===== src/rtl/bdq_pkg.sv =====
package bdq_pkg;

    // list storage
    localparam int DEPTH = 16;
    localparam int IDX_W = $clog2(DEPTH);
    localparam int CNT_W = $clog2(DEPTH + 1);

    // payload field widths
    localparam int OP_W    = 3;
    localparam int VAL_W   = 32;
    localparam int POS_W   = 5;
    localparam int STAT_W  = 2;
    localparam int COUNT_W = 5;

    // width for comparing positions against the element count
    localparam int CMP_W = (CNT_W > POS_W) ? CNT_W : POS_W;

    // stream data widths, rounded up to whole bytes
    localparam int S_DATA_BITS = VAL_W + POS_W;
    localparam int M_DATA_BITS = COUNT_W + 3 * VAL_W;
    localparam int S_TDATA_W   = ((S_DATA_BITS + 7) / 8) * 8;
    localparam int M_TDATA_W   = ((M_DATA_BITS + 7) / 8) * 8;

    // operation codes
    localparam logic [OP_W-1:0] OP_PUSH_FRONT = 3'd0;
    localparam logic [OP_W-1:0] OP_PUSH_BACK  = 3'd1;
    localparam logic [OP_W-1:0] OP_INSERT     = 3'd2;
    localparam logic [OP_W-1:0] OP_POP_FRONT  = 3'd3;
    localparam logic [OP_W-1:0] OP_POP_BACK   = 3'd4;
    localparam logic [OP_W-1:0] OP_READ       = 3'd5;

    // result status codes
    localparam logic [STAT_W-1:0] STAT_OK    = 2'd0;
    localparam logic [STAT_W-1:0] STAT_INDEX = 2'd1;
    localparam logic [STAT_W-1:0] STAT_FULL  = 2'd2;
    localparam logic [STAT_W-1:0] STAT_EMPTY = 2'd3;

    // controller to datapath commands
    typedef struct packed {
        logic load;    // capture the input transfer
        logic exec;    // apply the operation to the cell chain
        logic finish;  // load the result register
    } bdq_cmd_t;

endpackage


===== src/rtl/bdq_ctrl.sv =====
module bdq_ctrl (
    input  logic              aclk,
    input  logic              aresetn,
    input  logic              s_tvalid,
    output logic              s_tready,
    output logic              m_tvalid,
    input  logic              m_tready,
    output bdq_pkg::bdq_cmd_t cmd
);

    typedef enum logic [2:0] {
        ST_IDLE = 3'b001,
        ST_EXEC = 3'b010,
        ST_FIN  = 3'b100
    } bdq_state_t;

    bdq_state_t state_reg, state_next;
    logic       m_valid_reg, m_valid_next;
    logic       out_free;

    // result register can take a new result when empty or being drained
    assign out_free = !m_valid_reg || m_tready;

    always_comb begin
        state_next = state_reg;
        cmd        = '0;
        unique case (state_reg)
            ST_IDLE: begin
                cmd.load = s_tvalid;
                if (s_tvalid) begin
                    state_next = ST_EXEC;
                end
            end
            ST_EXEC: begin
                cmd.exec   = 1'b1;
                state_next = ST_FIN;
            end
            ST_FIN: begin
                cmd.finish = out_free;
                if (out_free) begin
                    state_next = ST_IDLE;
                end
            end
            default: begin
                state_next = ST_IDLE;
            end
        endcase
    end

    always_comb begin
        m_valid_next = m_valid_reg;
        if (cmd.finish) begin
            m_valid_next = 1'b1;
        end else if (m_tready) begin
            m_valid_next = 1'b0;
        end
    end

    always_ff @(posedge aclk) begin
        if (!aresetn) begin
            state_reg   <= ST_IDLE;
            m_valid_reg <= 1'b0;
        end else begin
            state_reg   <= state_next;
            m_valid_reg <= m_valid_next;
        end
    end

    assign s_tready = (state_reg == ST_IDLE);
    assign m_tvalid = m_valid_reg;

endmodule


===== src/rtl/bdq_datapath.sv =====
module bdq_datapath (
    input  logic                                aclk,
    input  logic                                aresetn,
    input  bdq_pkg::bdq_cmd_t                   cmd,
    input  logic        [bdq_pkg::OP_W-1:0]     in_op,
    input  logic signed [bdq_pkg::VAL_W-1:0]    in_val,
    input  logic        [bdq_pkg::POS_W-1:0]    in_pos,
    output logic        [bdq_pkg::STAT_W-1:0]   out_status,
    output logic        [bdq_pkg::COUNT_W-1:0]  out_count,
    output logic signed [bdq_pkg::VAL_W-1:0]    out_front,
    output logic signed [bdq_pkg::VAL_W-1:0]    out_back,
    output logic signed [bdq_pkg::VAL_W-1:0]    out_read
);

    localparam int DEPTH = bdq_pkg::DEPTH;
    localparam int IDX_W = bdq_pkg::IDX_W;
    localparam int CNT_W = bdq_pkg::CNT_W;
    localparam int CMP_W = bdq_pkg::CMP_W;
    localparam int VAL_W = bdq_pkg::VAL_W;

    // cell chain, entry 0 is the front
    logic signed [VAL_W-1:0] cells_reg [DEPTH];
    logic signed [VAL_W-1:0] from_prev [DEPTH];
    logic signed [VAL_W-1:0] from_next [DEPTH];

    logic [CNT_W-1:0]          count_reg, count_next;
    logic [bdq_pkg::OP_W-1:0]  op_reg;
    logic signed [VAL_W-1:0]   val_reg;
    logic [bdq_pkg::POS_W-1:0] pos_reg;
    logic [bdq_pkg::STAT_W-1:0] status_reg;
    logic signed [VAL_W-1:0]   rd_reg;

    logic [CMP_W-1:0]          pos_ext, cnt_ext, back_pos, at;
    logic                      empty, full, place, ins, rem, rd_en;
    logic [bdq_pkg::STAT_W-1:0] st;
    logic [IDX_W-1:0]          rd_addr;
    logic signed [VAL_W-1:0]   rd_data;

    assign pos_ext  = CMP_W'(pos_reg);
    assign cnt_ext  = CMP_W'(count_reg);
    assign back_pos = cnt_ext - CMP_W'(1);
    assign empty    = (count_reg == '0);
    assign full     = (count_reg == CNT_W'(DEPTH));

    // operation decode
    always_comb begin
        at    = '0;
        place = 1'b0;
        ins   = 1'b0;
        rem   = 1'b0;
        rd_en = 1'b0;
        st    = bdq_pkg::STAT_OK;
        unique case (op_reg)
            bdq_pkg::OP_PUSH_FRONT: begin
                at    = '0;
                place = 1'b1;
            end
            bdq_pkg::OP_PUSH_BACK: begin
                at    = cnt_ext;
                place = 1'b1;
            end
            bdq_pkg::OP_INSERT: begin
                at    = pos_ext;
                place = 1'b1;
            end
            bdq_pkg::OP_POP_FRONT: begin
                at = '0;
                if (empty) begin
                    st = bdq_pkg::STAT_EMPTY;
                end else begin
                    rem   = 1'b1;
                    rd_en = 1'b1;
                end
            end
            bdq_pkg::OP_POP_BACK: begin
                at = back_pos;
                if (empty) begin
                    st = bdq_pkg::STAT_EMPTY;
                end else begin
                    rem   = 1'b1;
                    rd_en = 1'b1;
                end
            end
            bdq_pkg::OP_READ: begin
                at = pos_ext;
                if (empty) begin
                    st = bdq_pkg::STAT_EMPTY;
                end else if (pos_ext >= cnt_ext) begin
                    st = bdq_pkg::STAT_INDEX;
                end else begin
                    rd_en = 1'b1;
                end
            end
            default: begin
                at = '0;
            end
        endcase
        // index check ahead of the full check
        if (place) begin
            if (at > cnt_ext) begin
                st = bdq_pkg::STAT_INDEX;
            end else if (full) begin
                st = bdq_pkg::STAT_FULL;
            end else begin
                ins = 1'b1;
            end
        end
    end

    // single read port: operation position during exec, back during finish
    assign rd_addr = cmd.exec ? at[IDX_W-1:0] : back_pos[IDX_W-1:0];
    assign rd_data = cells_reg[rd_addr];

    always_comb begin
        count_next = count_reg;
        if (cmd.exec && ins) begin
            count_next = count_reg + CNT_W'(1);
        end else if (cmd.exec && rem) begin
            count_next = count_reg - CNT_W'(1);
        end
    end

    // neighbour taps for shifting
    for (genvar g = 0; g < DEPTH; g++) begin : g_tap
        if (g == 0) begin : g_first
            assign from_prev[g] = val_reg;
        end else begin : g_mid
            assign from_prev[g] = cells_reg[g-1];
        end
        if (g == DEPTH - 1) begin : g_last
            assign from_next[g] = cells_reg[g];
        end else begin : g_rest
            assign from_next[g] = cells_reg[g+1];
        end
    end

    for (genvar g = 0; g < DEPTH; g++) begin : g_cell
        always_ff @(posedge aclk) begin
            if (cmd.exec) begin
                if (ins && (CMP_W'(g) == at)) begin
                    cells_reg[g] <= val_reg;
                end else if (ins && (CMP_W'(g) > at)) begin
                    cells_reg[g] <= from_prev[g];
                end else if (rem && (CMP_W'(g) >= at)) begin
                    cells_reg[g] <= from_next[g];
                end
            end
        end
    end

    always_ff @(posedge aclk) begin
        if (!aresetn) begin
            count_reg <= '0;
        end else begin
            count_reg <= count_next;
        end
    end

    always_ff @(posedge aclk) begin
        if (cmd.load) begin
            op_reg  <= in_op;
            val_reg <= in_val;
            pos_reg <= in_pos;
        end
        if (cmd.exec) begin
            status_reg <= st;
            rd_reg     <= rd_en ? rd_data : '0;
        end
        if (cmd.finish) begin
            out_status <= status_reg;
            out_count  <= bdq_pkg::COUNT_W'(count_reg);
            out_front  <= empty ? '0 : cells_reg[0];
            out_back   <= empty ? '0 : rd_data;
            out_read   <= rd_reg;
        end
    end

endmodule


===== src/rtl/bounded_deque_with_insert.sv =====
// Bounded deque with positional insert, DEPTH entries in a shifting cell chain.
// Sequence: the input transfer is captured, then the execute and finish states
//   follow; finish loads the result register and waits while it is still held.
// A new item is taken only after the previous one has finished; an item
//   may be taken while the previous result still waits on the output register.
// Reset: aresetn synchronous active low; clears element count, controller and
//   output valid. Cell contents are not reset.
module bounded_deque_with_insert (
    input  logic                              aclk,
    input  logic                              aresetn,
    // input channel
    input  logic                              s_tvalid,
    output logic                              s_tready,
    input  logic [bdq_pkg::S_TDATA_W-1:0]     s_tdata,  // value[31:0], position[36:32]
    input  logic [bdq_pkg::OP_W-1:0]          s_tuser,  // operation[2:0]
    // result channel
    output logic                              m_tvalid,
    input  logic                              m_tready,
    output logic [bdq_pkg::M_TDATA_W-1:0]     m_tdata,  // count[4:0], front_value[36:5],
                                                        // back_value[68:37], read_value[100:69]
    output logic [bdq_pkg::STAT_W-1:0]        m_tuser   // status[1:0]
);

    localparam int VAL_W   = bdq_pkg::VAL_W;
    localparam int POS_W   = bdq_pkg::POS_W;
    localparam int COUNT_W = bdq_pkg::COUNT_W;
    localparam int PAD_W   = bdq_pkg::M_TDATA_W - bdq_pkg::M_DATA_BITS;

    bdq_pkg::bdq_cmd_t              cmd;
    logic signed [VAL_W-1:0]        in_val;
    logic        [POS_W-1:0]        in_pos;
    logic        [bdq_pkg::STAT_W-1:0] res_status;
    logic        [COUNT_W-1:0]      res_count;
    logic signed [VAL_W-1:0]        res_front, res_back, res_read;

    // unpack input transfer
    assign in_val = s_tdata[VAL_W-1:0];
    assign in_pos = s_tdata[VAL_W +: POS_W];

    // sequencer: capture, execute, finish
    bdq_ctrl u_ctrl (
        .aclk     (aclk),
        .aresetn  (aresetn),
        .s_tvalid (s_tvalid),
        .s_tready (s_tready),
        .m_tvalid (m_tvalid),
        .m_tready (m_tready),
        .cmd      (cmd)
    );

    // cell chain, count and result register
    bdq_datapath u_datapath (
        .aclk       (aclk),
        .aresetn    (aresetn),
        .cmd        (cmd),
        .in_op      (s_tuser),
        .in_val     (in_val),
        .in_pos     (in_pos),
        .out_status (res_status),
        .out_count  (res_count),
        .out_front  (res_front),
        .out_back   (res_back),
        .out_read   (res_read)
    );

    // pack result transfer, zero fill to whole bytes
    assign m_tdata = {{PAD_W{1'b0}}, res_read, res_back, res_front, res_count};
    assign m_tuser = res_status;

    // a full refusal always reports a full list
    a_full_count: assert property (@(posedge aclk) disable iff (!aresetn)
        (m_tvalid && (m_tuser == bdq_pkg::STAT_FULL)) |->
            (res_count == COUNT_W'(bdq_pkg::DEPTH)))
        else $error("full status with count below depth");

    // an empty list shows zero front and back
    a_empty_zero: assert property (@(posedge aclk) disable iff (!aresetn)
        (m_tvalid && (res_count == '0)) |-> ((res_front == '0) && (res_back == '0)))
        else $error("empty list with non-zero front or back");

    // failed operations return no read data
    a_fail_read: assert property (@(posedge aclk) disable iff (!aresetn)
        (m_tvalid && (m_tuser != bdq_pkg::STAT_OK)) |-> (res_read == '0))
        else $error("read value on failed operation");

    // one item in flight: no transfer straight after an accepted one
    a_one_item: assert property (@(posedge aclk) disable iff (!aresetn)
        (s_tvalid && s_tready) |=> (!s_tready && cmd.exec))
        else $error("item accepted while one is in execution");

endmodule

===== config.mk =====
export PLATFORM = sky130hd
export DESIGN_NAME = bounded_deque_with_insert
export DESIGN_NICKNAME = d
export VERILOG_FILES = /design/src/rtl/bdq_pkg.sv /design/src/rtl/bdq_ctrl.sv /design/src/rtl/bdq_datapath.sv /design/src/rtl/bounded_deque_with_insert.sv
export SDC_FILE = /design/constraint.sdc
export NUM_CORES = 2
export LEC_CHECK = 0
export ABC_AREA = 1
export BUFFER_PORTS_ARGS = -buffer_cell sky130_fd_sc_hd__buf_2
export CORE_UTILIZATION = 50
export CTS_CLUSTER_DIAMETER = 30
export DETAILED_ROUTE_END_ITERATION = 10
export PLACE_DENSITY = 0.67
export SETUP_SLACK_MARGIN = 0.02
export SKIP_LAST_GASP = 1
export SYNTH_ARGS = -nofsm -noshare
export SYNTH_HDL_FRONTEND = slang
export SYNTH_SLANG_ARGS = --single-unit

===== constraint.sdc =====
create_clock -name aclk -period 13.8 [get_ports aclk]
set_input_delay 0.69 -clock aclk [delete_from_list [all_inputs] [get_ports aclk]]
set_output_delay 0.69 -clock aclk [all_outputs]
set_load 0.02 [all_outputs]

==> reports/summary.md <==
### Status
* finished clean — outcome

### Synthesis
* 39900 um2 — Mapped Area
* 0.522 — share of synthesized area occupied by flip-flops and latches
* 37 — number of unique standard cell types used by synthesis
* 689 — number of enable-type register cells in the synthesized netlist
* 698 — total of flip-flops plus latches after synthesis
* 7.93 um2 — Avg Inst Size Synth
* 0 — async set-reset flop share out of synthesis
* 0 — Yosys warning count
* sky130_fd_sc_hd__edfxtp_1 — commonest register cell after synthesis
* 5036 — cell count after synthesis

### Cells and area
* 512 — flip-flop count of the largest register after layout
* 0 — diode count
* 5129 — net total in the final layout
* 0.598 — utilization after layout
* 47200 um2 — area of all placed cells without fillers
* 18.2% — synthesis-to-finish area growth
* 0.116 — layout cell share with drive strength beyond 1

### Die
* 103 — standard-cell row count
* 285 um — width of the die
* 155 — number of top-level design ports
* 0.506 — starting density of the core
* 285 um — height of the die
* 81000 um2 — floorplan die area
* 79000 um2 — Placeable Area

### Clock tree
* 0.75 ns — clock insertion delay at the later pin of the skew report
* 0 — Hold Buf Count CTS
* 0.04 ns — clock-pin slew reported for the worst setup and hold paths after clock tree synthesis
* yes — CTS tree
* 3 — CTS max path bufs
* sky130_fd_sc_hd__clkbuf_16 — library cell used as clock root buffer
* 0 — post-CTS setup repair buffer count
* 170 — total CTS buffers
* 0 — post-cts sizing count
* 698 — Sink Count
* 4 — number of H-tree branching levels

### Pwr
* 1.65 mW — total net switching power
* 0.341 — Reg power frac
* 20.8 nW — Leak
* 6.95 mW — Total Power
* 0.064 — combinational cell fraction of total power
* 0.125 mV — Max rail drop VDD
* 0.595 — part of the power in the clock network
* 0.238 — proportion of total power due to net switching
* 5.29 mW — total internal power
* 147 nW/um2 — cell area power density

### Global route
* 0.0768 — met3 Resource Use GR
* 32200 — vias in the first global route
* 189000 um — global-route wire length before repair
* 162 — maximum number of pins on one net before global-route repair
* 0 — antenna violations before repair
* 0.453 — met1 global-route usage
* met1 — routing layer with the top usage in global route
* 0 — grt total ovfl
* 0.297 — Overall Global Routing Usage
* 0.414 — GR Util met2

### Placement
* 148 — quantity of I/O buffers inserted on ports
* 0.889 — global placement routability congestion
* 82500 um — detailed placer's ending HPWL
* 41300 um2 — Placed Area

### Timing
* 132 MHz — FMAX
* 7.60 ns — Final Critical Period
* 0.0268 ns — worst clock skew
* 1.30 ns — Tightest Pin Transition
* 0 ns — sum of negative setup slack
* 0 — total of endpoints with negative setup slack in the final report
* 0.551 — ratio of final minimum period to clock period
* 0 — max-slew violations
* 0.127 ns — Fin Hold WS
* 0 — number of hold violations in the final report
* 0.133 — Slew Limit Headroom
* no — RSZ-0062 raised after global routing

### Critical path
* inv_1 > ha_1 > nand2_1 > xor2_1 > nand2_1 > nand3_4 > ha_1 > nand2_1 > inv_1 > nand3_1 > nand4_1 > nand2_1 > nand3_1 > inv_2 > nand2_2 > nor2_4 > buf_4 > nand2_1 > nand2_1 > buf_4 — crit-path cells
* flip-flop — endpoint kind of the worst setup timing path
* 7.96 ns — signal arrival time at the worst endpoint
* sky130_fd_sc_hd__nand2_1 — cell with the largest stage delay on the worst path
* 0.98 ns — maximum cell stage delay along the critical path
* sky130_fd_sc_hd__nand2_1 — most common cell type on the critical path
* 65 — top fanout value on the critical path
* flip-flop — Setup crit start kind
* reg -> reg — Setup Crit Path Kind
* 14.16 ns — Worst Path Required

### Route
* 0 — residual DRC count
* 0 — antenna-violating nets left
* 19.4 um — wire length per cell
* 4855 — number of design-rule violations left by the first detailed-router iteration
* 35300 — number of vias in the routed layout
* 121000 um — overall routed net length
* 5.63 — Via density
* 7 — number of detailed-route iterations in the first pass

### Flow run
* 0 — max-capacitance violation count

### Min path
* in -> reg — worst hold path class

==> cells by family (layout without fill, tap and decap cells) <==
family	count (synthesis)	count (layout)	share of synthesized area
buf+inv	926	1101	0.0916
simple gates	2901	2901	0.312
xor+xnor	6	6	0.00132
other cells	1	3	0.0000939
compound gates	491	491	0.0682
fa+ha+maj	13	13	0.00407
flops	698	698	0.522
==> per-layer routing <==
metal	vias to the layer above	routed length, um
li1	17000	-
met1	16000	53300
met2	2115	49600
met3	195	16500
met4	0	1840
met5	-	0
==> per-stage QoR <==
step | cells | worst slack (ns)
floorplan | 5038 | 8.21
global placement | 5947 | 6.47
detailed placement | 5947 | 6.30
CTS | 6263 | 6.31
global route | 6263 | 5.70
finish | 6263 | 6.20
==> critical path, delay by kind of cell, from the launching register on <==
family,cells,cell delay [ns]
buffers and inverters,5,2.21
adder cells (fa/ha/maj),2,0.55
XOR/XNOR,1,0.30
AND/OR/NAND/NOR,12,3.46
flip-flops,1,0.64
==> power groups by stage <==
stage | Clock, mW | Sequential (mW) | Combinational (mW)
floorplan | 0 | 2.41 | 0.272
global placement | 0 | 2.41 | 0.415
detailed placement | 0 | 2.41 | 0.426
CTS | 4.16 | 2.37 | 0.429
global route | 4.28 | 2.37 | 0.486
finish | 4.13 | 2.37 | 0.443
==> cells in the final DEF, fill, tap and decap left out, types with 12 or more instances in the layout <==
| master | count |
|---|---|
| sky130_fd_sc_hd__a21oi_1 | 73 |
| sky130_fd_sc_hd__a31oi_1 | 33 |
| sky130_fd_sc_hd__buf_2 | 148 |
| sky130_fd_sc_hd__buf_4 | 99 |
| sky130_fd_sc_hd__bufinv_16 | 27 |
| sky130_fd_sc_hd__clkbuf_1 | 15 |
| sky130_fd_sc_hd__clkbuf_16 | 172 |
| sky130_fd_sc_hd__clkinv_1 | 12 |
| sky130_fd_sc_hd__clkinv_2 | 26 |
| sky130_fd_sc_hd__clkinvlp_4 | 26 |
| sky130_fd_sc_hd__edfxtp_1 | 689 |
| sky130_fd_sc_hd__ha_1 | 13 |
| sky130_fd_sc_hd__inv_1 | 524 |
| sky130_fd_sc_hd__inv_2 | 14 |
| sky130_fd_sc_hd__inv_6 | 19 |
| sky130_fd_sc_hd__nand2_1 | 1694 |
| sky130_fd_sc_hd__nand2_2 | 14 |
| sky130_fd_sc_hd__nand3_1 | 1073 |
| sky130_fd_sc_hd__nand4_1 | 36 |
| sky130_fd_sc_hd__nor2_1 | 44 |
| sky130_fd_sc_hd__o211ai_1 | 79 |
| sky130_fd_sc_hd__o21ai_0 | 201 |
| sky130_fd_sc_hd__o21ai_1 | 96 |
==> Yosys cell counts (2+ instances only) <==
| library cell | instances | area (um2) |
|---|---|---|
| sky130_fd_sc_hd__nand2_1 | 1703 | 6390 |
| sky130_fd_sc_hd__nor2_1 | 54 | 203 |
| sky130_fd_sc_hd__buf_4 | 12 | 90.1 |
| sky130_fd_sc_hd__clkbuf_1 | 223 | 837 |
| sky130_fd_sc_hd__edfxtp_1 | 689 | 20700 |
| sky130_fd_sc_hd__nor2_4 | 5 | 56.3 |
| sky130_fd_sc_hd__o21ai_1 | 97 | 485 |
| sky130_fd_sc_hd__nand3_2 | 3 | 30.0 |
| sky130_fd_sc_hd__ha_1 | 13 | 163 |
| sky130_fd_sc_hd__nor3_1 | 3 | 15.0 |
| sky130_fd_sc_hd__buf_2 | 111 | 556 |
| sky130_fd_sc_hd__inv_2 | 12 | 45.0 |
| sky130_fd_sc_hd__o211ai_1 | 79 | 593 |
| sky130_fd_sc_hd__dfxtp_1 | 9 | 180 |
| sky130_fd_sc_hd__nand2_2 | 9 | 56.3 |
| sky130_fd_sc_hd__o21ai_0 | 202 | 1010 |
| sky130_fd_sc_hd__a21oi_1 | 74 | 370 |
| sky130_fd_sc_hd__a21oi_2 | 3 | 26.3 |
| sky130_fd_sc_hd__nand4_2 | 2 | 25.0 |
| sky130_fd_sc_hd__inv_1 | 525 | 1970 |
| sky130_fd_sc_hd__nor2_2 | 4 | 25.0 |
| sky130_fd_sc_hd__nand4_1 | 36 | 225 |
| sky130_fd_sc_hd__xor2_1 | 6 | 52.6 |
| sky130_fd_sc_hd__buf_1 | 41 | 154 |
| sky130_fd_sc_hd__a31oi_1 | 33 | 206 |
| sky130_fd_sc_hd__nand3_1 | 1077 | 5390 |
==> path summary, 6_finish.rpt <==
path	startpoint	to	slack (ns)	cells past startpoint
worst min register to register	u_datapath.rd_reg[8]$_SDFFCE_PN0P_	u_datapath.out_read[8]$_DFFE_PP_	0.42	0
worst max register to register	u_datapath.cnt_ext[0]$_SDFFE_PN0P_	u_datapath.cells_reg[4][2]$_DFFE_PP_	6.20	20
worst min-delay path	s_tdata[18]	u_datapath.val_reg[18]$_DFFE_PP_	0.13	1
worst max-delay path	u_datapath.cnt_ext[0]$_SDFFE_PN0P_	u_datapath.cells_reg[4][2]$_DFFE_PP_	6.20	20
==> layout make-up <==
type	count	area, um2
clock buffers	188	4370
clock inverters	128	1590
fillers	6883	31800
inverters	538	2020
multi-input cells	3414	15600
flip-flops and latches	698	20900
well taps	1050	1310
repair buffers	247	1480
Power figures use the tool's default switching activity.
